$ cat src/hdl/sse_pkg.sv
// Shared types, character codes and the per-byte line parser for the SSE deframer.
package sse_pkg;

    localparam logic [7:0] CH_LF = 8'h0A;
    localparam logic [7:0] CH_CR = 8'h0D;
    localparam logic [7:0] CH_SP = 8'h20;

    localparam logic [2:0] PREFIX_LEN = 3'd5;
    localparam logic [2:0] POS_SAT    = 3'd6;

    localparam logic [1:0] KIND_PREFIX = 2'd0;
    localparam logic [1:0] KIND_DATA   = 2'd1;
    localparam logic [1:0] KIND_IGNORE = 2'd2;

    typedef struct packed {
        logic [2:0] pos;
        logic [1:0] kind;
        logic       has_bytes;
    } line_state_t;

    typedef struct packed {
        line_state_t st;
        logic        emit;
        logic [7:0]  data;
    } content_t;

    typedef struct packed {
        logic [7:0] data;
        logic       event_end;
        logic       last;
    } result_t;

    // Expected character of "data:" at a given prefix position.
    function automatic logic [7:0] prefix_char(logic [2:0] p);
        logic [7:0] ch;
        case (p)
            3'd0:    ch = 8'h64;
            3'd1:    ch = 8'h61;
            3'd2:    ch = 8'h74;
            3'd3:    ch = 8'h61;
            3'd4:    ch = 8'h3A;
            default: ch = 8'h00;
        endcase
        return ch;
    endfunction

    function automatic logic [2:0] bump(logic [2:0] p);
        return (p < POS_SAT) ? p + 3'd1 : p;
    endfunction

    // One content byte of a line (anything but the terminating LF).
    function automatic content_t content_byte(logic [7:0] c, line_state_t st);
        content_t r;
        r.st   = st;
        r.emit = 1'b0;
        r.data = c;
        case (st.kind)
            KIND_PREFIX: begin
                if (st.pos < PREFIX_LEN && c == prefix_char(st.pos)) begin
                    r.st.pos = bump(st.pos);
                    if (r.st.pos == PREFIX_LEN) begin
                        r.st.kind = KIND_DATA;
                        // separator only once the event holds bytes
                        r.emit    = st.has_bytes;
                        r.data    = CH_LF;
                    end
                end else begin
                    r.st.kind = KIND_IGNORE;
                    r.st.pos  = bump(st.pos);
                end
            end
            KIND_DATA: begin
                if (st.pos <= PREFIX_LEN) begin
                    // first value byte: optional space is dropped
                    r.st.pos = POS_SAT;
                    if (c != CH_SP) begin
                        r.emit         = 1'b1;
                        r.st.has_bytes = 1'b1;
                    end
                end else begin
                    r.emit         = 1'b1;
                    r.st.has_bytes = 1'b1;
                end
            end
            default: begin
                r.st.pos = bump(st.pos);
            end
        endcase
        return r;
    endfunction

endpackage

$ cat src/hdl/sse_event_data_deframer.sv
// Top level of the SSE deframer: input register, per-byte parser, two-entry result buffer.
//
//  channel | direction | ports                                        | carries
//  s_      | in        | s_valid s_ready s_in_byte                    | raw stream byte
//  m_      | out       | m_valid m_ready m_out_byte m_is_event_end    | payload byte or
//          |           | m_last_of_run                                | event-end marker
//
// One byte per cycle while m_ready is high and each byte yields at most one result;
// a byte that yields two results (held CR plus next byte) holds the result buffer
// until both are taken. Input bytes pass the input register, then the result buffer.
// Reset (aresetn low, synchronous) clears line state, held CR and all valid flags.
// Stalls on m_ready back up through the input register to s_ready.
module sse_event_data_deframer (
    input  logic       aclk,
    input  logic       aresetn,
    input  logic       s_valid,
    output logic       s_ready,
    input  logic [7:0] s_in_byte,
    output logic       m_valid,
    input  logic       m_ready,
    output logic [7:0] m_out_byte,
    output logic       m_is_event_end,
    output logic       m_last_of_run
);
    import sse_pkg::*;

    logic        in_valid_reg;
    logic [7:0]  in_byte_reg;
    line_state_t st_reg, st_next;
    logic        held_cr_reg, held_cr_next;
    result_t     slot0_reg, slot1_reg;
    logic [1:0]  cnt_reg;

    logic        drain;
    logic        proceed;
    content_t    a_res, b_res;
    result_t     r0, r1;
    logic [1:0]  n_res;

    assign m_valid        = (cnt_reg != 2'd0);
    assign m_out_byte     = slot0_reg.data;
    assign m_is_event_end = slot0_reg.event_end;
    assign m_last_of_run  = slot0_reg.last;

    // buffer is free for a new transaction's results this cycle
    assign drain   = (cnt_reg == 2'd0) || (cnt_reg == 2'd1 && m_ready);
    assign proceed = in_valid_reg && drain;
    assign s_ready = !in_valid_reg || proceed;

    always_comb begin
        a_res        = '{st: st_reg, emit: 1'b0, data: CH_CR};
        b_res        = '{st: st_reg, emit: 1'b0, data: 8'h00};
        held_cr_next = held_cr_reg;
        st_next      = st_reg;
        r0           = '{data: 8'h00, event_end: 1'b0, last: 1'b1};
        r1           = '{data: 8'h00, event_end: 1'b0, last: 1'b1};
        n_res        = 2'd0;

        if (in_byte_reg == CH_LF) begin
            held_cr_next = 1'b0;
            if (st_reg.kind == KIND_PREFIX && st_reg.pos == 3'd0) begin
                if (st_reg.has_bytes) begin
                    r0.event_end = 1'b1;
                    n_res        = 2'd1;
                end
                st_next.has_bytes = 1'b0;
            end
            st_next.pos  = 3'd0;
            st_next.kind = KIND_PREFIX;
        end else begin
            // a held CR that is not followed by LF is line content
            if (held_cr_reg) begin
                a_res = content_byte(CH_CR, st_reg);
            end
            b_res.st = a_res.st;
            if (in_byte_reg == CH_CR) begin
                held_cr_next = 1'b1;
            end else begin
                held_cr_next = 1'b0;
                b_res        = content_byte(in_byte_reg, a_res.st);
            end
            st_next = b_res.st;

            if (a_res.emit) begin
                r0.data = a_res.data;
                r0.last = !b_res.emit;
                r1.data = b_res.data;
                n_res   = b_res.emit ? 2'd2 : 2'd1;
            end else begin
                r0.data = b_res.data;
                n_res   = b_res.emit ? 2'd1 : 2'd0;
            end
        end
    end

    always_ff @(posedge aclk) begin
        if (!aresetn) begin
            in_valid_reg <= 1'b0;
            st_reg       <= '{pos: 3'd0, kind: KIND_PREFIX, has_bytes: 1'b0};
            held_cr_reg  <= 1'b0;
            cnt_reg      <= 2'd0;
        end else begin
            if (s_ready) begin
                in_valid_reg <= s_valid;
            end
            if (proceed) begin
                st_reg      <= st_next;
                held_cr_reg <= held_cr_next;
                cnt_reg     <= n_res;
            end else if (m_valid && m_ready) begin
                cnt_reg <= cnt_reg - 2'd1;
            end
        end
    end

    always_ff @(posedge aclk) begin
        if (s_valid && s_ready) begin
            in_byte_reg <= s_in_byte;
        end
        if (proceed) begin
            slot0_reg <= r0;
            slot1_reg <= r1;
        end else if (m_valid && m_ready) begin
            slot0_reg <= slot1_reg;
        end
    end

    a_cnt_range: assert property (@(posedge aclk) disable iff (!aresetn)
        cnt_reg != 2'd3)
        else $error("result buffer count out of range");

    a_marker_form: assert property (@(posedge aclk) disable iff (!aresetn)
        m_valid && m_is_event_end |-> m_out_byte == 8'h00 && m_last_of_run)
        else $error("event-end marker malformed");

    a_pair_order: assert property (@(posedge aclk) disable iff (!aresetn)
        cnt_reg == 2'd2 |-> !slot0_reg.last && slot1_reg.last)
        else $error("two-result run has wrong last flags");

    a_stall_blocks: assert property (@(posedge aclk) disable iff (!aresetn)
        cnt_reg == 2'd2 |-> !proceed)
        else $error("new transaction processed while buffer full");

endmodule
$ cat config.mk
export PLATFORM = sky130hd
export DESIGN_NAME = sse_event_data_deframer
export DESIGN_NICKNAME = d
export VERILOG_FILES = /design/src/hdl/sse_pkg.sv /design/src/hdl/sse_event_data_deframer.sv
export SDC_FILE = /design/constraint.sdc
export NUM_CORES = 1
export LEC_CHECK = 0
export BUFFER_PORTS_ARGS = -buffer_cell sky130_fd_sc_hd__buf_2
export CELL_PAD_IN_SITES_DETAIL_PLACEMENT = 1
export CELL_PAD_IN_SITES_GLOBAL_PLACEMENT = 1
export CORE_MARGIN = 2
export CORE_UTILIZATION = 41
export CTS_CLUSTER_DIAMETER = 60
export DETAILED_ROUTE_END_ITERATION = 6
export PLACE_DENSITY_LB_ADDON = 0.1
export SLEW_MARGIN = 20
export SYNTH_ARGS = -nofsm -noshare
export SYNTH_HDL_FRONTEND = slang
export SYNTH_SLANG_ARGS = --single-unit
$ cat constraint.sdc
create_clock -name aclk -period 2.9 [get_ports aclk]
set_clock_uncertainty 0.1 [all_clocks]
set_input_delay 0.145 -clock aclk [delete_from_list [all_inputs] [get_ports aclk]]
set_output_delay 0.145 -clock aclk [all_outputs]
set_load 0.05 [all_outputs]
==> results of run 1 <==
## path summary, 6_finish.rpt
path | startpoint | endpoint | slack (ns) | depth (start not counted)
max reg2reg | st_reg[4] | m_out_byte[5] | -0.009 | 13
min | s_valid | in_valid_reg | 0.03 | 3
min reg2reg | st_reg[0] | st_reg[0] | 0.39 | 2
max | st_reg[4] | m_out_byte[5] | -0.009 | 13
## cells in the mapped netlist, types with 2 or more instances
library cell,count
sky130_fd_sc_hd__a21o_1,3
sky130_fd_sc_hd__a211oi_1,3
sky130_fd_sc_hd__nor3_1,4
sky130_fd_sc_hd__a41o_1,3
sky130_fd_sc_hd__a32o_1,3
sky130_fd_sc_hd__xor2_1,3
sky130_fd_sc_hd__and3_1,7
sky130_fd_sc_hd__inv_1,13
sky130_fd_sc_hd__nand3_1,4
sky130_fd_sc_hd__edfxtp_1,26
sky130_fd_sc_hd__nand2_1,13
sky130_fd_sc_hd__a221oi_1,2
sky130_fd_sc_hd__dfxtp_1,10
sky130_fd_sc_hd__clkbuf_1,4
sky130_fd_sc_hd__a22oi_1,3
sky130_fd_sc_hd__nor4_1,2
sky130_fd_sc_hd__nor2b_1,3
sky130_fd_sc_hd__and2_1,3
sky130_fd_sc_hd__o21ai_0,12
sky130_fd_sc_hd__a21boi_0,4
sky130_fd_sc_hd__ha_1,6
sky130_fd_sc_hd__nand2b_1,3
sky130_fd_sc_hd__mux2_2,2
sky130_fd_sc_hd__nor2_1,10
sky130_fd_sc_hd__nand4_1,3
sky130_fd_sc_hd__a22o_1,3
sky130_fd_sc_hd__a21oi_1,15
## routing by layer
| metal | vias up | global-route usage (%) |
|---|---|---|
| li1 | 850 | - |
| met1 | 931 | 29.5 |
| met2 | 55 | 41.7 |
| met3 | 12 | 5.28 |
| met4 | 0 | 7.94 |
| met5 | - | 0 |
## power groups by stage
stage	logic [mW]	registers [mW]	clock network [mW]
after global placement	0.387	0.669	0
after CTS	0.416	0.661	0.367
final	0.424	0.661	0.363
after floorplan	0.199	0.749	0
after global routing	0.458	0.669	0.389
after detailed placement	0.396	0.671	0
## cell type report
type	count	share of cell area (%)
clock buffers	5	2.61
clock inverters	3	0.711
inverters	15	2.23
multi-input cells	139	39.6
flip-flops and latches	36	37.6
well taps	67	3.18
repair buffers	54	14.1
## metrics by stage
stage               setup WS (ns)  power (mW)  cell area, µm²
floorplan                  0.0101       0.948            2060
global placement           0.0420        1.06            2370
detailed placement        -0.0168        1.07            2370
CTS                      0.000598        1.44            2610
global route               -0.102        1.52            2640
finish                   -0.00946        1.45            2640
## kinds of logic after synthesis
group / count (synthesis) / synth area share (%)
compound gates: 64 / 22.7
simple gates: 63 / 17.6
flops: 36 / 48.5
buf+inv: 21 / 4.58
fa+ha+maj: 6 / 3.71
xor+xnor: 3 / 1.30
mux: 3 / 1.61
## worst max-delay path, stage by stage (launching register included)
cell                      delay, ns
sky130_fd_sc_hd__dfxtp_4       0.39
sky130_fd_sc_hd__ha_4          0.14
sky130_fd_sc_hd__buf_4         0.11
sky130_fd_sc_hd__nor2_1        0.05
sky130_fd_sc_hd__o21ai_2       0.18
sky130_fd_sc_hd__and2_4        0.19
sky130_fd_sc_hd__inv_4         0.04
sky130_fd_sc_hd__ha_4          0.16
sky130_fd_sc_hd__or3_4         0.33
sky130_fd_sc_hd__a22oi_2       0.25
sky130_fd_sc_hd__nand4_2       0.15
sky130_fd_sc_hd__buf_4         0.16
sky130_fd_sc_hd__buf_4         0.17
sky130_fd_sc_hd__a32o_1        0.25
## repair_timing
action,CTS,global route
hold endpoints to repair,8,0
pin swaps,15,10
gates resized for setup,8,6
endpoints found under the setup margin,1,12
hold buffers,8,0
buffers inserted,3,0
cloned,0,0
==> impl_metrics.tcl, run 1 <==
set metrics [dict create \
    switchingPower_mw 0.514 \
    maxCapViolations 0 \
    cts_root_buffer "sky130_fd_sc_hd__clkbuf_8" \
    route.detailed.drc 0 \
    leading_post_synthesis_cells_by_cell_area "sky130_fd_sc_hd__edfxtp_1, sky130_fd_sc_hd__dfxtp_1, sky130_fd_sc_hd__a21oi_1" \
    path_max_fanout 10 \
    placed_instances 300 \
    initial_utilization_pct 42.5 \
    multi_input_comb_area_um2 1050 \
    failing_checks "negative setup slack" \
    power.switching_fraction_pct 35.5 \
    final_core_density_pct 55.5 \
    fmax_ghz 0.344 \
    dr.max_layer_used "met4" \
    rows 25 \
    area_delta_synth_final_pct 30.5 \
    tritoncts_clock_tree "built" \
    route.antenna.remaining_nets 0 \
    max_buffers_root_to_sink 2 \
    routed_via_density 5.79 \
    grt_antenna_before_repair 0 \
    metal2_wl_um 3100 \
    synth-main-ff-cell "sky130_fd_sc_hd__edfxtp_1" \
    min_path_type "input pin to flop" \
    global_route.overflow_total 0 \
    sequential_element_share_of_the_synthesized_area_pct 48.5 \
    dp_hpwl_um 4290 \
    grt_pass1_vias 1942 \
    post_route_insts_no_fill 319 \
    cp-start-kind "flop" \
    ff_latch_area_um2 991 \
    cts_num_sinks 36 \
    min_period_over_period_pct 100 \
    max_slew_margin_pct 64.0 \
    cell_internal_pwr_mw 0.933 \
    grt_max_degree 19 \
    num_io_pins 24 \
    dieArea_um2 5510 \
    netlist_instances 196 \
    die_h_um 74.2 \
    synth-edff-count 26 \
    cp_data_arrival_time_ns 2.86 \
    critical_path_required_ns 2.85 \
    postSynthAreaPerCell_um2 10.3 \
    synth_nets 214 \
    detailedRoute.firstIterationViolations 115 \
    synth.yosys.warnings 0 \
    power.share.combinational_pct 29.3 \
    path_class "flop to flop" \
    report.final.hold_viol_count 0 \
    drt_pre_antenna_iters 4 \
    status "finished with violations" \
    clock_transition_at_the_registers_of_the_reported_paths_ns 0.08 \
    portBuffers 23 \
    layout_common_cells "sky130_fd_sc_hd__edfxtp_1, sky130_fd_sc_hd__buf_2, sky130_fd_sc_hd__buf_4" \
    total_leakage_power_nw 1.05 \
    wl_met1_um 2560 \
    cts_made_buffers 5 \
    clock_power_share_pct 25.1 \
    num-fill-cells 553 \
    max_rail_drop_vdd_uv 263 \
    grt_usage_pct 23.9 \
    insertion_delay_ns 0.29 \
    antenna-diode-count 0 \
    max_slew.worst_pin.slew_ns 0.536 \
    final_common_cell "sky130_fd_sc_hd__edfxtp_1" \
    routed_wl_um 6080 \
    post_route_cells_drive_above_1_share_pct 34.5 \
    drt-wirelength-per-cell_um 19.1 \
    routed-via-count 1848 \
    finalSetupViolCount 5 \
    netlist-cell-type-count 56 \
    p_per_area_nw_per_um2 548 \
    htree_num_levels 2 \
    timing.final.ws_setup_ns -0.00946 \
    core_um2 4750 \
    ys_ff_latch 36 \
    floorplan.die.width_um 74.2 \
    grt_setup_unrepaired "yes" \
    synth_largest_type_area_fraction_pct 38.6 \
    whs_ns 0.0278 \
    time_the_worst_path_needs_with_i_o_delays_and_setup_ns 2.91 \
    detailroute.wirelength.met3_um 324 \
    seqPwrFrac_pct 45.7 \
    fin_setup_tns_ns -0.0280 \
    maxSlewViolCount 0 \
    ys_async_sr_fraction_pct 0 \
    nets 269 \
    synthesis.area_um2 2020 \
    wire_length_of_the_first_global_routing_pass_um 9830 \
    synth_top_area_cell "sky130_fd_sc_hd__edfxtp_1" \
    place_congestion 0.878 \
    critical_path_end_type "flop" \
]
Power figures use the tool's default switching activity.
==> inputs of run 2 (changes only) <==
Settings changed: REMOVE_ABC_BUFFERS set to 1.
==> run 2 against run 1 <==
  * The run still ends with negative setup slack left
  * Die area stayed put
  * Worst setup slack worse by 0.037 ns
  * Non-clock buffer count is 13 higher
  * First-iteration DRC count is 21% higher
  * Critical endpoint is now cnt_reg[0]
  * Largest cell class unchanged
==> impl_metrics.tcl, run 2 (synthesis results as in run 1) <==
set metrics [dict create \
    maxCapViolations 0 \
    grt_usage_pct 23.5 \
    route.detailed.drc 0 \
    grt_setup_unrepaired "yes" \
    cts_root_buffer "sky130_fd_sc_hd__clkbuf_8" \
    worstRegToRegCells 13 \
    max_buffers_root_to_sink 2 \
    grt_max_degree 15 \
    routed_wl_um 6370 \
    critical_path_required_ns 2.97 \
    routed-via-count 1878 \
    die_h_um 74.2 \
    cp_data_arrival_time_ns 3.02 \
    cts_made_buffers 5 \
    failing_checks "negative setup slack" \
    drt-wirelength-per-cell_um 19.2 \
    cts_num_sinks 36 \
    fmax_ghz 0.339 \
    worst_path_max_delay_cell "sky130_fd_sc_hd__dfxtp_4" \
    total_leakage_power_nw 1.10 \
    path_class "flop to flop" \
    antenna-diode-count 0 \
    dp_hpwl_um 4450 \
    area_delta_synth_final_pct 35.3 \
    grt_antenna_before_repair 0 \
    route.antenna.remaining_nets 0 \
    holdPathStages 2 \
    clock_transition_at_the_registers_of_the_reported_paths_ns 0.07 \
    wire_length_of_the_first_global_routing_pass_um 9700 \
    floorplan.die.width_um 74.2 \
    final_core_density_pct 57.5 \
    timing.final.ws_setup_ns -0.0461 \
    critical_path_end_type "flop" \
    report.final.hold_viol_count 0 \
    maxSlewViolCount 0 \
    routed_via_density 5.66 \
    final_common_cell "sky130_fd_sc_hd__buf_4" \
    cp-start-kind "flop" \
    max_slew_margin_pct 59.5 \
    detailedRoute.firstIterationViolations 139 \
    p_per_area_nw_per_um2 528 \
    insertion_delay_ns 0.30 \
    min_path_type "input pin to flop" \
    setup_slack_of_the_worst_register_to_register_path_ns -0.05 \
    core_um2 4750 \
    path_max_fanout 5 \
    htree_num_levels 2 \
    initial_utilization_pct 42.5 \
    max_rail_drop_vdd_uv 270 \
    grt_pass1_vias 1900 \
    ordered_cell_list_for_the_critical_path "ha_4 -> and4b_1 -> o21ai_2 -> and2_4 -> inv_4 -> ha_4 -> or3_4 -> a22oi_2 -> nand4_2 -> o21ai_2 -> ha_1 -> a221oi_2 -> a21oi_1" \
    place_congestion 0.891 \
    min_period_over_period_pct 102 \
    post_route_cells_drive_above_1_share_pct 35.8 \
    num_io_pins 24 \
    max_slew.worst_pin.slew_ns 0.607 \
    portBuffers 23 \
    post_route_insts_no_fill 332 \
    rows 25 \
    layout_common_cells "sky130_fd_sc_hd__buf_4, sky130_fd_sc_hd__edfxtp_1, sky130_fd_sc_hd__buf_2" \
    nets 282 \
    tritoncts_clock_tree "built" \
    time_the_worst_path_needs_with_i_o_delays_and_setup_ns 2.95 \
    dpl_cell_area_um2 2430 \
    dieArea_um2 5510 \
    status "finished with violations" \
    global_route.overflow_total 0 \
    drt_pre_antenna_iters 4 \
    finalSetupViolCount 1 \
    placed_instances 312 \
    timing.critical_path.slowest_cell_delay_ns 0.38 \
    layout.cell_area.non_filler_um2 2740 \
]
## run 2: changes by cell type in the layout (fill, tap and decap cells not counted), sizes merged
cell and delta:
buf +12, clkbuf +1, dlygate4sd3 +1, clkinv -2
clkinvlp +1
## run 2: stage by stage
step	setup slack (ns)	setup TNS [ns]	hold WS, ns	total power [mW]
final	-0.0461	-0.0461	0.0973	1.45
after floorplan	-0.315	-0.409	0.144	0.937
after detailed placement	-0.282	-0.349	0.223	1.07
after CTS	0.000323	0	0.0944	1.43
after global placement	-0.111	-0.111	0.223	1.05
after global routing	-0.186	-0.252	0.0953	1.52
## run 2: area by class of cell
cell class | count | area [µm²]
inverter | 15 | 61.3
clock buffer | 6 | 72.6
sequential | 36 | 991
tap | 67 | 83.8
timing repair buffer | 67 | 468
clock inverter | 2 | 11.3
multi-input combinational | 139 | 1050
fill | 543 | 2020
## run 2: per-layer routing
layer,track usage (%),vias up,share of wire [%]
met1,30.6,951,44
met2,39.8,39,51
met4,7.34,0,0.77
met3,4.61,6,4.0
met5,0,-,0
li1,-,882,-
## run 2: critical path: cells and delay by family (launching register included)
| family | cells | cell delay (ns) |
|---|---|---|
| compound gates | 5 | 0.92 |
| fa+ha+maj | 3 | 0.56 |
| buf+inv | 1 | 0.04 |
| flops | 1 | 0.38 |
| simple gates | 4 | 0.83 |
## run 2: power breakdown
group	total, mW	internal, mW	switching, mW
logic	0.435	0.147	0.288
registers	0.662	0.625	0.0369
clock network	0.349	0.166	0.182
## run 2: timing repair
action                                  CTS  global route
gates resized for setup                  10            17
endpoints found under the setup margin    7             8
pin swaps                                 7            18
cloned                                    0             0
setup buffers                             1             2
hold endpoints to repair                  9             0
hold buffers                              9             0
## run 2: worst paths after layout
path	startpoint	to
hold reg to reg	st_reg[0]	st_reg[0]
setup reg to reg	st_reg[4]	cnt_reg[0]
hold / removal	aresetn	st_reg[5]
setup / recovery	st_reg[4]	cnt_reg[0]
